$ cat config.mk
export PLATFORM = sky130hd
export DESIGN_NAME = amrcga_geom
export DESIGN_NICKNAME = d
export VERILOG_FILES = /design/src/rtl/amrcga_pkg.sv /design/src/rtl/amrcga_geom.sv
export SDC_FILE = /design/constraint.sdc
export NUM_CORES = 1
export LEC_CHECK = 0
export BUFFER_PORTS_ARGS = -buffer_cell sky130_fd_sc_hd__buf_2
export CAP_MARGIN = 5
export CORE_MARGIN = 5
export CORE_UTILIZATION = 45
export CTS_BUF_LIST = sky130_fd_sc_hd__clkbuf_2 sky130_fd_sc_hd__clkbuf_4 sky130_fd_sc_hd__clkbuf_8
export DETAILED_ROUTE_END_ITERATION = 8
export GPL_ROUTABILITY_DRIVEN = 0
export PLACE_DENSITY_LB_ADDON = 0.3
export SYNTH_ARGS = -nofsm -noshare
export SYNTH_HDL_FRONTEND = slang
export SYNTH_SLANG_ARGS = --single-unit
export TNS_END_PERCENT = 50
$ cat constraint.sdc
create_clock -name aclk -period 13.73 [get_ports aclk]
set_input_delay 2.746 -clock aclk [delete_from_list [all_inputs] [get_ports aclk]]
set_output_delay 2.746 -clock aclk [all_outputs]
set_load 0.02 [all_outputs]
$ cat src/rtl/amrcga_pkg.sv
`timescale 1ns / 1ps
// ----------------------------------------------------------------------------
// amrcga_pkg
// Shared widths, codes, defaults and helpers of the coarse grid allocator.
// ----------------------------------------------------------------------------
package amrcga_pkg;

    localparam int MAX_GRIDS_DEF  = 1024;
    localparam int MAX_COARSE_DEF = 4096;
    localparam int CPU_COUNT_DEF  = 16;

    localparam int COORD_W  = 4;
    localparam int SIZE_W   = 5;
    localparam int CPU_W    = 4;
    localparam int STATUS_W = 2;
    localparam int GRID_W   = 11;
    localparam int CTR_W    = 5;
    localparam int NB_W     = 13;
    localparam int CIDX_W   = 12;
    localparam int YNX_W    = 8;
    localparam int NXNY_W   = 9;
    localparam int IN_W     = 24;
    localparam int OUT_W    = 104;
    localparam int REG_IDX_W = 2;

    localparam logic [SIZE_W-1:0] SIZE_RESET = 5'd8;
    localparam logic [SIZE_W-1:0] SIZE_MAX   = 5'd16;

    // configuration register indexes
    localparam logic [REG_IDX_W-1:0] REG_SIZE_X = 2'd0;
    localparam logic [REG_IDX_W-1:0] REG_SIZE_Y = 2'd1;
    localparam logic [REG_IDX_W-1:0] REG_SIZE_Z = 2'd2;

    // result status codes
    localparam logic [STATUS_W-1:0] STAT_MADE = 2'd0;
    localparam logic [STATUS_W-1:0] STAT_SKIP = 2'd1;
    localparam logic [STATUS_W-1:0] STAT_FULL = 2'd2;

    typedef struct packed {
        logic               in_range;
        logic [CIDX_W-1:0]  cell0;
        logic [COORD_W-1:0] xm;
        logic [COORD_W-1:0] xp;
        logic [YNX_W-1:0]   ynx;
        logic [YNX_W-1:0]   ymnx;
        logic [YNX_W-1:0]   ypnx;
        logic [CIDX_W-1:0]  znn;
        logic [CIDX_W-1:0]  zmnn;
        logic [CIDX_W-1:0]  zpnn;
    } geom_t;

    function automatic logic [SIZE_W-1:0] clamp_size(input logic [SIZE_W-1:0] s);
        logic [SIZE_W-1:0] r;
        r = s;
        if (s == '0) begin
            r = 5'd1;
        end else if (s > SIZE_MAX) begin
            r = SIZE_MAX;
        end
        return r;
    endfunction

endpackage

$ cat src/rtl/amrcga_geom.sv
`timescale 1ns / 1ps
// ----------------------------------------------------------------------------
// amrcga_geom
// Cell index of the visited cell and the row/plane offsets of its periodic
// neighbours; the offsets are registered for the next cycle.
// ----------------------------------------------------------------------------
module amrcga_geom (
    input  logic                          aclk,
    input  logic                          load,
    input  logic [amrcga_pkg::COORD_W-1:0] x,
    input  logic [amrcga_pkg::COORD_W-1:0] y,
    input  logic [amrcga_pkg::COORD_W-1:0] z,
    input  logic [amrcga_pkg::SIZE_W-1:0]  nx,
    input  logic [amrcga_pkg::SIZE_W-1:0]  ny,
    input  logic [amrcga_pkg::SIZE_W-1:0]  nz,
    input  logic [amrcga_pkg::NXNY_W-1:0]  nxny,
    output logic [amrcga_pkg::CIDX_W-1:0]  cell0,
    output amrcga_pkg::geom_t             geom
);
    import amrcga_pkg::*;

    logic [COORD_W-1:0] xm, xp, ym, yp, zm, zp;
    logic [YNX_W-1:0]   ynx, ymnx, ypnx;
    logic [CIDX_W-1:0]  znn, zmnn, zpnn;
    logic               in_range;
    geom_t              geom_reg;

    always_comb begin
        xm = (x != '0) ? x - 4'd1 : COORD_W'(nx - 5'd1);
        xp = ((SIZE_W'(x) + 5'd1) < nx) ? x + 4'd1 : '0;
        ym = (y != '0) ? y - 4'd1 : COORD_W'(ny - 5'd1);
        yp = ((SIZE_W'(y) + 5'd1) < ny) ? y + 4'd1 : '0;
        zm = (z != '0) ? z - 4'd1 : COORD_W'(nz - 5'd1);
        zp = ((SIZE_W'(z) + 5'd1) < nz) ? z + 4'd1 : '0;

        ynx  = YNX_W'(y)  * YNX_W'(nx);
        ymnx = YNX_W'(ym) * YNX_W'(nx);
        ypnx = YNX_W'(yp) * YNX_W'(nx);
        znn  = CIDX_W'(z)  * CIDX_W'(nxny);
        zmnn = CIDX_W'(zm) * CIDX_W'(nxny);
        zpnn = CIDX_W'(zp) * CIDX_W'(nxny);

        in_range = (SIZE_W'(x) < nx) && (SIZE_W'(y) < ny) && (SIZE_W'(z) < nz);
        cell0    = CIDX_W'(x) + CIDX_W'(ynx) + znn;
    end

    always_ff @(posedge aclk) begin
        if (load) begin
            geom_reg.in_range <= in_range;
            geom_reg.cell0    <= cell0;
            geom_reg.xm       <= xm;
            geom_reg.xp       <= xp;
            geom_reg.ynx      <= ynx;
            geom_reg.ymnx     <= ymnx;
            geom_reg.ypnx     <= ypnx;
            geom_reg.znn      <= znn;
            geom_reg.zmnn     <= zmnn;
            geom_reg.zpnn     <= zpnn;
        end
    end

    assign geom = geom_reg;

endmodule

==> impl_results.md <==
- 1st-iter DRT viols: 279
- Slew HR: 26.15%
- Post-CTS Resized: 0
- Crit. path cell count: 18
- I/O Buffers: 130
- Layout Utilization: 50.95%
- P_leak: 4.779 nW
- Finish-stage setup viols: 0
- Crit path required time: 10.98 ns
- Final ANT Viol Nets: 0
- CP max stage cell: fa_1
- Synthesized area: 8418 µm²
- Wire per inst: 14.82 µm
- Mapped Nets: 1,076
- Max clock buf depth: 2
- Most Frequent Cell on Critical Path: fa_1
- FMAX: 0.09954 GHz
- Slew @ Worst Pin: 1.108 ns
- H-tree levels: 3
- Chip height: 146.8 µm
- Pin count of the biggest net entering global routing: 82
- Final HPWL DP: 14,180 µm
- Rows: 50
- Peak VDD IR: 0.1867 mV
- Synth Flop Type: edfxtp_1
- Cells along the critical path: buf_2, nand2_1, fa_1, inv_1, fa_1, inv_1, fa_1, fa_1, inv_1, ha_1, o21ai_0, o21bai_1, a21oi_1, nor2b_1, o21ai_0, nor2b_1, xnor2_1, buf_2
- Fin nets: 1,192
- Routed WL: 17,890 µm
- Vias per inst: 4.977
- # diodes: 0
- Status: completed
- Post-synth EDFFs: 81
- Number of flip-flops in the largest register: 81
- Pwr Density: 148.5 nW/µm²
- Hold_buf cts: 0
- Synth Warn #: 0
- Maximum fanout along the worst path: 16
- RSZ-0062 raised after global routing: false
- Hold Path Depth: 2
- Clock-pin slew on the worst setup and hold paths: 0.08 ns
- Post-synthesis average cell area: 9.869 µm²
- Final Max Slew Viols: 0
- Initial antenna violation count: 0
- Area delta synth->final: 12.46%
- Critical path type: in -> out
- Die width: 146.8 µm
- Number of vias after detailed routing: 6,007
- Remaining DRCs: 0
- Core area: 18,580 µm²
- Drt pass-1 iters: 4
- Initial Util: 45.31%
- Sequential share of the synthesized area: 28.89%
- FILL cells: 1,735
- Hold WC Path Type: in -> reg
- Vias in the first global route: 6,166
- Hold_sp: x[0]
- Comb power frac: 57.5%
- Post-synthesis cell count: 853
- CTS Buf Count: 9
- Die area: 21,540 µm²
- GRT overflow: 0
- Synth cell types: 47
- IO Pins: 131
- Final Cycle Share: 73.17%
- Family with the most delay on the worst path: adder cells
- GRT Total Usage: 17.30%
- Setup Buffers After CTS: 0
- FF+latch count, synth: 81
- Net Sw Frac: 43.80%
- WHS Endpoint: geom[60]
- Share of layout cells above drive strength 1: 16.34%
- Startpoint types: input port
- Root Buffer: clkbuf_8
- CP Data Arrival Time: 7.30 ns
- Int Power: 0.7900 mW
- Setup TNS: 0 ns
- First-pass GRT wire length: 30,310 µm
- Clk pwr share: 14.3%
- Final Critical Period: 10.05 ns
- CTS tree: yes
- Slowest stage delay, CP: 0.56 ns
- Share of power burned in registers: 28.2%
- Synth async-reset ratio: 0%
- Hold Vio Cnt, Final: 0
- Kind of end point of the critical path: output port
- WP buf/inv: 5
- Clock Sink Count: 81
- Switch Pwr: 0.6158 mW
- Max_cap viols: 0
cell type report:
type / instances / area, µm² / area share (%)
timing repair buffer: 131 / 660.6 / 6.979
tap: 234 / 292.8 / 3.093
sequential: 81 / 2432 / 25.69
clock inverter: 5 / 81.33 / 0.8591
inverter: 137 / 514.2 / 5.432
clock buffer: 10 / 131.4 / 1.388
multi-input combinational: 609 / 5354 / 56.56
layer usage:
metal / global-route usage, % / vias to the layer above / wire length (µm)
met1: 24.34 / 2831 / 8814
met4: 6.021 / 0 / 409
met5: 0 / - / 0
met2: 26.71 / 141 / 7743
li1: - / 3012 / -
met3: 3.486 / 23 / 917
synthesized netlist by cell type (2+ instances only):
library cell | n | area share [%]
nand2b_1 | 11 | 0.82
clkbuf_1 | 19 | 0.85
nor2_1 | 40 | 1.8
a21boi_0 | 3 | 0.27
inv_1 | 136 | 6.1
buf_2 | 3 | 0.18
and3_1 | 12 | 0.89
nand2_1 | 74 | 3.3
nor3_1 | 16 | 0.95
o21ai_0 | 18 | 1.1
a31oi_1 | 6 | 0.45
a21o_1 | 15 | 1.3
xnor2_1 | 49 | 5.1
nand3_1 | 8 | 0.48
fa_1 | 65 | 15
buf_4 | 2 | 0.18
edfxtp_1 | 81 | 29
o21bai_1 | 4 | 0.36
nor2b_1 | 22 | 1.6
nor3b_4 | 2 | 0.45
mux2i_1 | 2 | 0.24
ha_1 | 120 | 18
and2_1 | 64 | 4.8
o311a_1 | 2 | 0.24
o22ai_1 | 2 | 0.15
o21ai_2 | 3 | 0.31
a21oi_2 | 2 | 0.21
a21oi_1 | 36 | 2.1
o21a_1 | 2 | 0.18
xor2_1 | 17 | 1.8
worst max path at each step:
stage                     startpoint        end
after floorplan                 z[3]  cell0[10]
after global placement          z[3]   cell0[8]
after detailed placement        z[3]   cell0[8]
after CTS                       z[3]   cell0[8]
after global routing            z[3]   cell0[8]
final                           z[3]   cell0[8]
through the flow:
step / setup slack, ns / power [mW] / std cells / hold slack [ns] / cell area (µm²)
3_5_place_dp: 3.746 / 1.213 / 1192 / 3.098 / 9254
4_1_cts: 3.716 / 1.424 / 1207 / 2.689 / 9467
5_1_grt: 3.378 / 1.528 / 1207 / 2.701 / 9467
2_1_floorplan: 4.087 / 0.9796 / 853 / 2.859 / 8418
6_report: 3.684 / 1.406 / 1207 / 2.714 / 9467
3_3_place_gp: 3.863 / 1.201 / 1192 / 3.093 / 9254
power by group through the flow:
stage                     logic [mW]  registers (mW)  clock network [mW]
after floorplan                0.486           0.493                   0
after global placement         0.800           0.401                   0
after detailed placement       0.811           0.402                   0
after CTS                      0.817           0.398               0.210
after global routing           0.905           0.403               0.220
final                          0.808           0.396               0.201
cells in the final DEF (no fill, tap or decap), types with 2 or more instances in the layout:
master     instances
a21oi_2            2
o311a_1            2
o21ai_2            3
inv_1            136
xor2_1            17
ha_1             120
nor3b_4            2
o21ai_0           18
o21bai_1           4
nand2_1           74
a31oi_1            6
nand3_1            8
nor2_1            40
buf_4              2
xnor2_1           49
edfxtp_1          81
mux2i_1            2
buf_2            129
nand2b_1          11
nor3_1            16
o22ai_1            2
a21oi_1           36
fa_1              65
a21boi_0           3
and3_1            12
a21o_1            15
clkbuf_8           9
and2_1            64
o21a_1             2
nor2b_1           22
bufinv_16          2
logic make-up (layout without fill, tap and decap cells):
logic type | after synthesis | in the layout | share of synthesized area [%]
XOR/XNOR | 66 | 66 | 6.867
buffers and inverters | 163 | 283 | 7.506
AND/OR/NAND/NOR | 253 | 253 | 15.40
AO/OA/AOI/OAI | 102 | 102 | 7.670
flip-flops | 81 | 81 | 28.89
adder cells (fa/ha/maj) | 185 | 185 | 33.29
multiplexers | 3 | 3 | 0.3716
Note: power is estimated with default switching activity, not from simulation.
