===== src/rtl/amrcga_ram.sv =====
`timescale 1ns / 1ps
// ----------------------------------------------------------------------------
// amrcga_ram
// Simple dual-port RAM, one write port, one read port, registered read.
// ----------------------------------------------------------------------------
module amrcga_ram #(
    parameter int WIDTH = 8,
    parameter int DEPTH = 16,
    parameter int AW    = (DEPTH > 1) ? $clog2(DEPTH) : 1
) (
    input  logic             aclk,
    input  logic             wr_en,
    input  logic [AW-1:0]    wr_addr,
    input  logic [WIDTH-1:0] wr_data,
    input  logic [AW-1:0]    rd_addr,
    output logic [WIDTH-1:0] rd_data
);

    logic [WIDTH-1:0] mem [DEPTH];
    logic [WIDTH-1:0] rd_data_reg;

    always_ff @(posedge aclk) begin
        if (wr_en) begin
            mem[wr_addr] <= wr_data;
        end
        rd_data_reg <= mem[rd_addr];
    end

    assign rd_data = rd_data_reg;

endmodule


===== config.mk =====
export PLATFORM = sky130hd
export DESIGN_NAME = amrcga_ram
export DESIGN_NICKNAME = d
export VERILOG_FILES = /design/src/rtl/amrcga_ram.sv
export SDC_FILE = /design/constraint.sdc
export NUM_CORES = 1
export LEC_CHECK = 0
export BUFFER_PORTS_ARGS = -buffer_cell sky130_fd_sc_hd__clkbuf_2
export CORE_UTILIZATION = 45
export CTS_CLUSTER_DIAMETER = 50
export DETAILED_ROUTE_END_ITERATION = 8
export HOLD_SLACK_MARGIN = 0.02
export PLACE_DENSITY_LB_ADDON = 0.25
export RECOVER_POWER = 25
export REMOVE_ABC_BUFFERS = 1
export SLEW_MARGIN = 5
export SYNTH_ARGS = -nofsm -noshare
export SYNTH_HDL_FRONTEND = slang
export SYNTH_SLANG_ARGS = --single-unit
export TNS_END_PERCENT = 5

===== constraint.sdc =====
create_clock -name aclk -period 4.34 [get_ports aclk]
set_input_delay 0.217 -clock aclk [delete_from_list [all_inputs] [get_ports aclk]]
set_output_delay 0.217 -clock aclk [all_outputs]
set_load 0.05 [all_outputs]

==> results of run 1 <==
-- cells by family after synthesis --
family | synth area share [%]
compound gates | 2.33
buf+inv | 1.68
flops | 77.8
mux | 15.0
simple gates | 3.18
-- power by group --
| group | internal (mW) | switching [mW] | total [mW] |
|---|---|---|---|
| sequential | 1.47 | 0.00775 | 1.48 |
| combinational | 0.0523 | 0.104 | 0.156 |
| clock | 1.09 | 0.516 | 1.60 |
-- critical path, cell delays in order --
cell	delay, ps
clkbuf_2	470
buf_4	420
mux4_1	590
a22oi_1	300
nand2_1	100
-- worst paths after layout --
| kind | start | to | slack [ps] | cells past startpoint |
|---|---|---|---|---|
| min | wr_data[6] | mem[7][6] | 270 | 1 |
| max | rd_addr[0] | rd_data[3] | 2510 | 5 |
| max reg2reg | mem[6][3] | rd_data[3] | 2940 | 3 |
| min reg2reg | mem[12][5] | rd_data[5] | 680 | 3 |
-- final cells by class --
cell class | instances | area, um2
flip-flops and latches | 136 | 4000
fillers | 811 | 4930
well taps | 140 | 175
clock buffers | 19 | 443
clock inverters | 13 | 225
multi-input cells | 83 | 1060
repair buffers | 29 | 148
-- per-stage QoR --
stage	instance area [um2]	setup WS, ps	instances	hold WS, ps	total power [mW]
floorplan	5060	2630	219	316	1.59
global placement	5390	2090	388	626	1.66
detailed placement	5390	2070	388	659	1.66
CTS	6060	2500	420	224	3.26
global route	6050	2350	420	275	3.33
finish	6050	2510	420	265	3.24
-- cells in the final DEF, fill, tap and decap left out --
cell          n
a22oi_1      16
and2_1        1
and2b_1       1
buf_4         4
bufinv_16     6
clkbuf_1      7
clkbuf_16    17
clkbuf_2     19
clkbuf_8      1
clkinv_2      3
clkinvlp_4    4
dfxtp_1       8
edfxtp_1    128
mux4_1       14
mux4_2       18
nand2_1       9
nand2b_1      2
nand3_1       1
nand3b_1      2
nor2_1       13
nor2b_1       1
nor3_1        4
or3b_2        1
-- routing by layer --
layer,vias up,routed length (um)
li1,1049,-
met2,94,4750
met1,1217,4000
met4,0,109
met3,9,654
met5,-,0
==> flow_summary.ini, run 1 <==
[run_status]
status = completed

[clock_network]
htreeDepth = 4
post_cts.repair.setup_buffers = 0
cts_sinks = 136
cts_buffers = 17
holdBufCountCts = 0
ctsRootBufferMaster = clkbuf_16
insertion_delay_ps = 410
clkSlewWorstSetupHoldPaths_ps = 50
ctsResizeCount = 0
cts_buffer_depth = 2
cts_tree = built

[detailed_routing]
antenna_left = 0
drt_wl_total_um = 9520
drcViolationCount = 0
via_per_inst = 5.64
routedWlPerCell_um = 22.7
dr.pass1.iters = 4
via_count = 2369
drt-initial-drc-count = 132

[die]
io_pins = 26
dieWidth_um = 109
rows = 38
die_area_um2 = 11900
die_y_um = 109
core_um2 = 11000
initial_core_util_pct = 46.9

[yosys]
synth.top_cell.area_share_pct = 74.7
netlist_area_um2 = 5150
yosysWarnings = 0
synth_cell_types = 19
synth-seq-cells = 136
synthFlopType = edfxtp_1
syn_inst = 229
synthTopCellsByCount = 128 x edfxtp_1, 18 x mux4_2, 16 x a22oi_1
ys_seq_area_share_pct = 77.8
synth_top_area_cell = edfxtp_1
synth.area.top_cells = edfxtp_1 75%, mux4_2 7.9%, mux4_1 7.1%
synth_most_common_cell = edfxtp_1
syn_avg_cell_area_um2 = 22.5
synth_edf_count = 128
ys_async_sr_fraction_pct = 0

[critical_path]
worstPathArrival_ps = 2110
critPathCaptureType = flop
required_ps = 4620
setup.worst_path.start_class = primary input
path_class = in2reg
critical_path.max_fanout = 17

[timing]
setup_viol = 0
finalHoldViolCount = 0
fin_crit_ps = 1830
slew_violations = 0
rsz0062_at_grt = false
fmax_ghz = 0.547
period_share_pct = 42.1
worst_pin_slew_ps = 1160
worst_slew_margin_rel_pct = 21.9
fin_tns_setup_ps = 0
clock_skew_ps = 10.7

[finish]
syn_to_final_growth_pct = 17.6
final_util_pct = 55.1
fin_nets = 285
largest_reg_flops = 128
antennaDiodeCount = 0
drive_gt1_share_pct = 26.1

[pwr]
p_per_area_nw_per_um2 = 535
leakage_nw = 2.02
ir_drop_v = 0.000227

[hold_path]
min_path_type = in2reg

[global_route]
met2_usage_pct = 28.7
antenna_found_initial = 0
grt_pass1_vias = 2476
grt_overflow = 0
grt_max_degree = 33
gr-usage-all-layers_pct = 18.4
gr-usage-met1_pct = 24.1
met3_usage_pct = 5.32
grt_pass1_wl_um = 14600
grt-busiest-layer = met2

[place]
hpwl_um = 6100
place_congestion = 0.736
placement.io_buffers = 25

[run]
maxCapViolations = 0
No activity file was read; power rests on OpenSTA's default activity.
==> run 2, diff against run 1 <==
==> constraint.sdc (replaced) <==
create_clock -name aclk -period 1.7 [get_ports aclk]
set_input_delay 0.085 -clock aclk [delete_from_list [all_inputs] [get_ports aclk]]
set_output_delay 0.085 -clock aclk [all_outputs]
set_load 0.05 [all_outputs]
==> run 2 against run 1 <==
- sequential share of layout area fell by 0.58 points
- hold slack lost 140 ps
- via count up 1.9%
- design area grew 0.89%
- non-clock buffer count rose by 19
- global-route usage fell by 0.58 points
==> flow_summary.ini, run 2 (synthesis results as in run 1) <==
[run_status]
status = completed

[timing]
clock_skew_ps = 7.58
fin_ws_ps = 325
worst_slew_margin_rel_pct = 54.0
rsz0062_at_grt = false
setup_viol = 0
fmax_ghz = 0.727
slew_violations = 0
finalHoldViolCount = 0
period_share_pct = 80.9
fin_tns_setup_ps = 0
worst_pin_slew_ps = 690
fin_crit_ps = 1370

[die]
io_pins = 26
die_y_um = 109
initial_core_util_pct = 46.9
dieWidth_um = 109
die_area_um2 = 11900
rows = 38
core_um2 = 11000

[clock_network]
clkSlewWorstSetupHoldPaths_ps = 60
post_cts.repair.setup_buffers = 0
cts_buffer_depth = 2
cts_sinks = 136
cts_tree = built
ctsResizeCount = 0
htreeDepth = 4
cts_buffers = 17
insertion_delay_ps = 410
holdBufCountCts = 0
ctsRootBufferMaster = clkbuf_16

[pwr]
ir_drop_v = 0.000702
p_per_area_nw_per_um2 = 1240
power.share.combinational_pct = 5.5
total_power_mw = 7.55
p_sw_mw = 1.54
internal_power_mw = 6.02
leakage_nw = 2.08
clkPwrFrac_pct = 44.5
p_sw_share_pct = 20.3
seqPwrFrac_pct = 50.0

[critical_path]
regToRegSetupSlack_ps = 330
critPathCaptureType = flop
worstReg2RegEnd = rd_data[1]
path_class = reg2reg
critical_path.max_fanout = 1
r2r_start = mem[1][1]
required_ps = 1990
r2r.worst_path.cells = 3
worstPathArrival_ps = 1670
setup.worst_path.start_class = flop

[place]
place_area_um2 = 5560
place_congestion = 0.755
hpwl_um = 6090
placement.io_buffers = 25
dpl_worst_slack_ps = 108

[detailed_routing]
via_count = 2415
routedWlPerCell_um = 21.5
antenna_left = 0
drt-initial-drc-count = 189
drt_wl_total_um = 9430
drcViolationCount = 0
via_per_inst = 5.50
dr.pass1.iters = 4

[finish]
drive_gt1_share_pct = 29.8
antennaDiodeCount = 0
syn_to_final_growth_pct = 18.6
layout_commonest_cell = edfxtp_1
layout_common_cells = 128 x edfxtp_1, 21 x buf_4, 19 x clkbuf_2
fin_nets = 304
largest_reg_flops = 128
postLayoutCellArea_um2 = 6110
nFillCells = 828

[global_route]
gr-usage-all-layers_pct = 17.8
grt_pass1_vias = 2535
grt_overflow = 0
grt_pass1_wl_um = 14400
antenna_found_initial = 0
grt_max_degree = 33

[hold_path]
hold_depth = 1
hp-start = wr_data[5]
min_path_type = in2reg
holdPathEnd = mem[5][5]

[run]
maxCapViolations = 0
==> run 2: worst max path at each step <==
stage | start | to | cells past startpoint
6_report | mem[1][1] | rd_data[1] | 3
3_3_place_gp | rd_addr[0] | rd_data[1] | 5
5_1_grt | mem[1][1] | rd_data[1] | 3
4_1_cts | mem[1][1] | rd_data[1] | 3
3_5_place_dp | rd_addr[0] | rd_data[1] | 5
2_1_floorplan | wr_addr[2] | mem[0][0] | 2
==> run 2: power groups by stage <==
| stage | Combinational (mW) | Sequential (mW) | Clock (mW) |
|---|---|---|---|
| 3_5_place_dp | 0.425 | 3.84 | 0 |
| 4_1_cts | 0.426 | 3.78 | 3.42 |
| 2_1_floorplan | 0.150 | 3.91 | 0 |
| 3_3_place_gp | 0.418 | 3.84 | 0 |
| 6_report | 0.417 | 3.77 | 3.36 |
| 5_1_grt | 0.448 | 3.78 | 3.56 |
==> run 2: per-stage QoR <==
stage | instances | hold WS (ps) | util [%]
floorplan | 219 | 184 | -
global placement | 407 | 486 | 50.6
detailed placement | 407 | 520 | 50.6
CTS | 439 | 91.9 | 55.7
global route | 439 | 146 | 55.6
finish | 439 | 126 | 55.6
==> run 2: final cells by class <==
cell class	instances	area, um2	share of cell area [%]
Tap cell	140	175	2.87
Clock inverter	8	72.6	1.19
Timing Repair Buffer	48	315	5.16
Clock buffer	24	482	7.89
Sequential cell	136	4000	65.6
Multi-Input combinational cell	83	1060	17.3
==> run 2: layer usage <==
layer	wire [um]	up-vias	global-route usage [%]
li1	-	1086	-
met1	4170	1265	23.6
met2	4770	56	27.9
met3	375	8	4.12
met4	123	0	8.30
met5	0	-	0
==> run 2: worst max-delay path, cell delays in order (launching register included) <==
cell and delay, ps:
edfxtp_1 360, mux4_1 510, a22oi_1 310, nand2_1 90
==> run 3, diff against run 2 <==
==> constraint.sdc (replaced) <==
create_clock -name aclk -period 1.41 [get_ports aclk]
set_input_delay 0.0705 -clock aclk [delete_from_list [all_inputs] [get_ports aclk]]
set_output_delay 0.0705 -clock aclk [all_outputs]
set_load 0.05 [all_outputs]
==> run 3 against run 2 <==
- die area did not move
- critical path type unchanged
- maximum frequency grew 2.5%
- largest power group unchanged
- sequential share of layout area decreased by 0.77 points
- core utilization grew 0.66 points
- via count decreased by 0.46%
- global-route usage is essentially flat
- design area increased by 1.2%
- worst setup slack got worse by 260 ps
==> flow_summary.ini, run 3 (synthesis results as in run 1) <==
[critical_path]
crit_path_top_delay_cell = mux4_1
critical_path.max_fanout = 1
worstReg2RegEnd = rd_data[3]
r2r.worst_path.cells = 3
crit_chain = mux4_1 -> a22oi_2 -> nand2_1
worstPathArrival_ps = 1630
regToRegSetupSlack_ps = 70
path_class = reg2reg
max_stage_delay_ps = 550
required_ps = 1700
setup.worst_path.start_class = flop
r2r_start = mem[1][3]
critPathCaptureType = flop

[pwr]
seqPwrFrac_pct = 50.4
total_power_mw = 9.01
leakage_nw = 2.12
internal_power_mw = 7.15
p_sw_mw = 1.86
p_per_area_nw_per_um2 = 1460
power.share.combinational_pct = 5.9
p_sw_share_pct = 20.6
clkPwrFrac_pct = 43.7
ir_drop_v = 0.000849

[global_route]
antenna_found_initial = 0
grt_max_degree = 33
grt_overflow = 0
grt_pass1_wl_um = 14300
gr-usage-all-layers_pct = 17.7
grt_pass1_vias = 2485

[timing]
fmax_ghz = 0.746
period_share_pct = 95.1
slew_violations = 0
worst_pin_slew_ps = 794
clock_skew_ps = 6.27
fin_crit_ps = 1340
worst_slew_margin_rel_pct = 47.0
fin_tns_setup_ps = 0
finalHoldViolCount = 0
setup_viol = 0

[clock_network]
htreeDepth = 4
clkSlewWorstSetupHoldPaths_ps = 60
ctsRootBufferMaster = clkbuf_16
cts_buffer_depth = 2
holdBufCountCts = 0
cts_buffers = 17
insertion_delay_ps = 400
cts_tree = built
post_cts.repair.setup_buffers = 0
cts_sinks = 136

[die]
core_um2 = 11000
die_area_um2 = 11900
initial_core_util_pct = 46.9
rows = 38
io_pins = 26
dieWidth_um = 109
die_y_um = 109

[run]
maxCapViolations = 0

[hold_path]
hold_depth = 1
hp-start = wr_data[5]
min_path_type = in2reg
holdPathEnd = mem[7][5]

[detailed_routing]
routedWlPerCell_um = 21.2
drcViolationCount = 0
antenna_left = 0
via_count = 2404
dr.pass1.iters = 4
via_per_inst = 5.41
drt_wl_total_um = 9400
drt-initial-drc-count = 114

[finish]
multi_input_area_um2 = 1070
layout_common_cells = 128 x edfxtp_1, 23 x buf_4, 20 x clkbuf_2
nFillCells = 818
fin_nets = 309
layout_commonest_cell = edfxtp_1
largest_reg_flops = 128
regArea_um2 = 4000
drive_gt1_share_pct = 31.9
postLayoutCellArea_um2 = 6180
antennaDiodeCount = 0
syn_to_final_growth_pct = 20.0

[place]
placement.io_buffers = 25
place_area_um2 = 5630
place_congestion = 0.721
hpwl_um = 6060

[run_status]
status = completed
## run 3: changes by cell type in the layout (fill, tap and decap cells not counted)
cell        change
buf_4           +2
clkinvlp_4      -2
clkbuf_1        -1
clkinv_4        +2
clkbuf_8        +1
buf_12          +3
clkbuf_2        +1
a22oi_1         -2
bufinv_16       -1
a22oi_2         +2
## run 3: critical path, delay by kind of cell (launching register included)
family	cells	cell delay, ps
AO/OA/AOI/OAI	1	240
flip-flops	1	370
AND/OR/NAND/NOR	1	80
multiplexers	1	550
## run 3: layout make-up
cell class,count,area share [%]
Sequential cell,136,64.8
Multi-Input combinational cell,83,17.3
Clock buffer,25,8.02
Timing Repair Buffer,53,6.34
Tap cell,140,2.84
Clock inverter,7,0.729
## run 3: worst max path at each step
stage                from  slack, ps    endpoint
2_1_floorplan  wr_addr[2]       -150   mem[0][0]
3_3_place_gp   rd_addr[0]       -110  rd_data[1]
3_5_place_dp   rd_addr[0]       -120  rd_data[1]
4_1_cts         mem[5][1]          8  rd_data[1]
5_1_grt         mem[2][3]         -2  rd_data[3]
6_report        mem[1][3]         70  rd_data[3]
## run 3: metal layers
metal  global-route usage (%)  share of wire [%]  vias to the layer above
li1                         -                  -                     1097
met1                     23.8                 45                     1238
met2                     28.3                 50                       57
met3                     4.30                4.0                       12
met4                     6.66                1.3                        0
met5                        0                  0                        -
## run 3: timing repair
| item | CTS | global route |
|---|---|---|
| endpoints found under the hold margin | 0 | 0 |
| setup endpoints to repair | 0 | 2 |
| gates resized for setup | 0 | 2 |
## run 3: power by group through the flow
stage	Sequential, mW	Combinational (mW)	Clock, mW
5_1_grt	4.55	0.570	4.16
3_3_place_gp	4.62	0.525	0
6_report	4.54	0.529	3.94
2_1_floorplan	4.72	0.181	0
3_5_place_dp	4.63	0.536	0
4_1_cts	4.55	0.537	3.98
## run 3: through the flow
stage | hold slack, ps | setup slack, ps | std cells | utilization [%]
final | 132 | 69.1 | 444 | 56.3
after global routing | 131 | -1.97 | 444 | 56.3
after CTS | 89.3 | 7.85 | 444 | 56.2
after detailed placement | 508 | -123 | 412 | 51.3
after global placement | 473 | -107 | 412 | 51.3
after floorplan | 169 | -153 | 219 | -
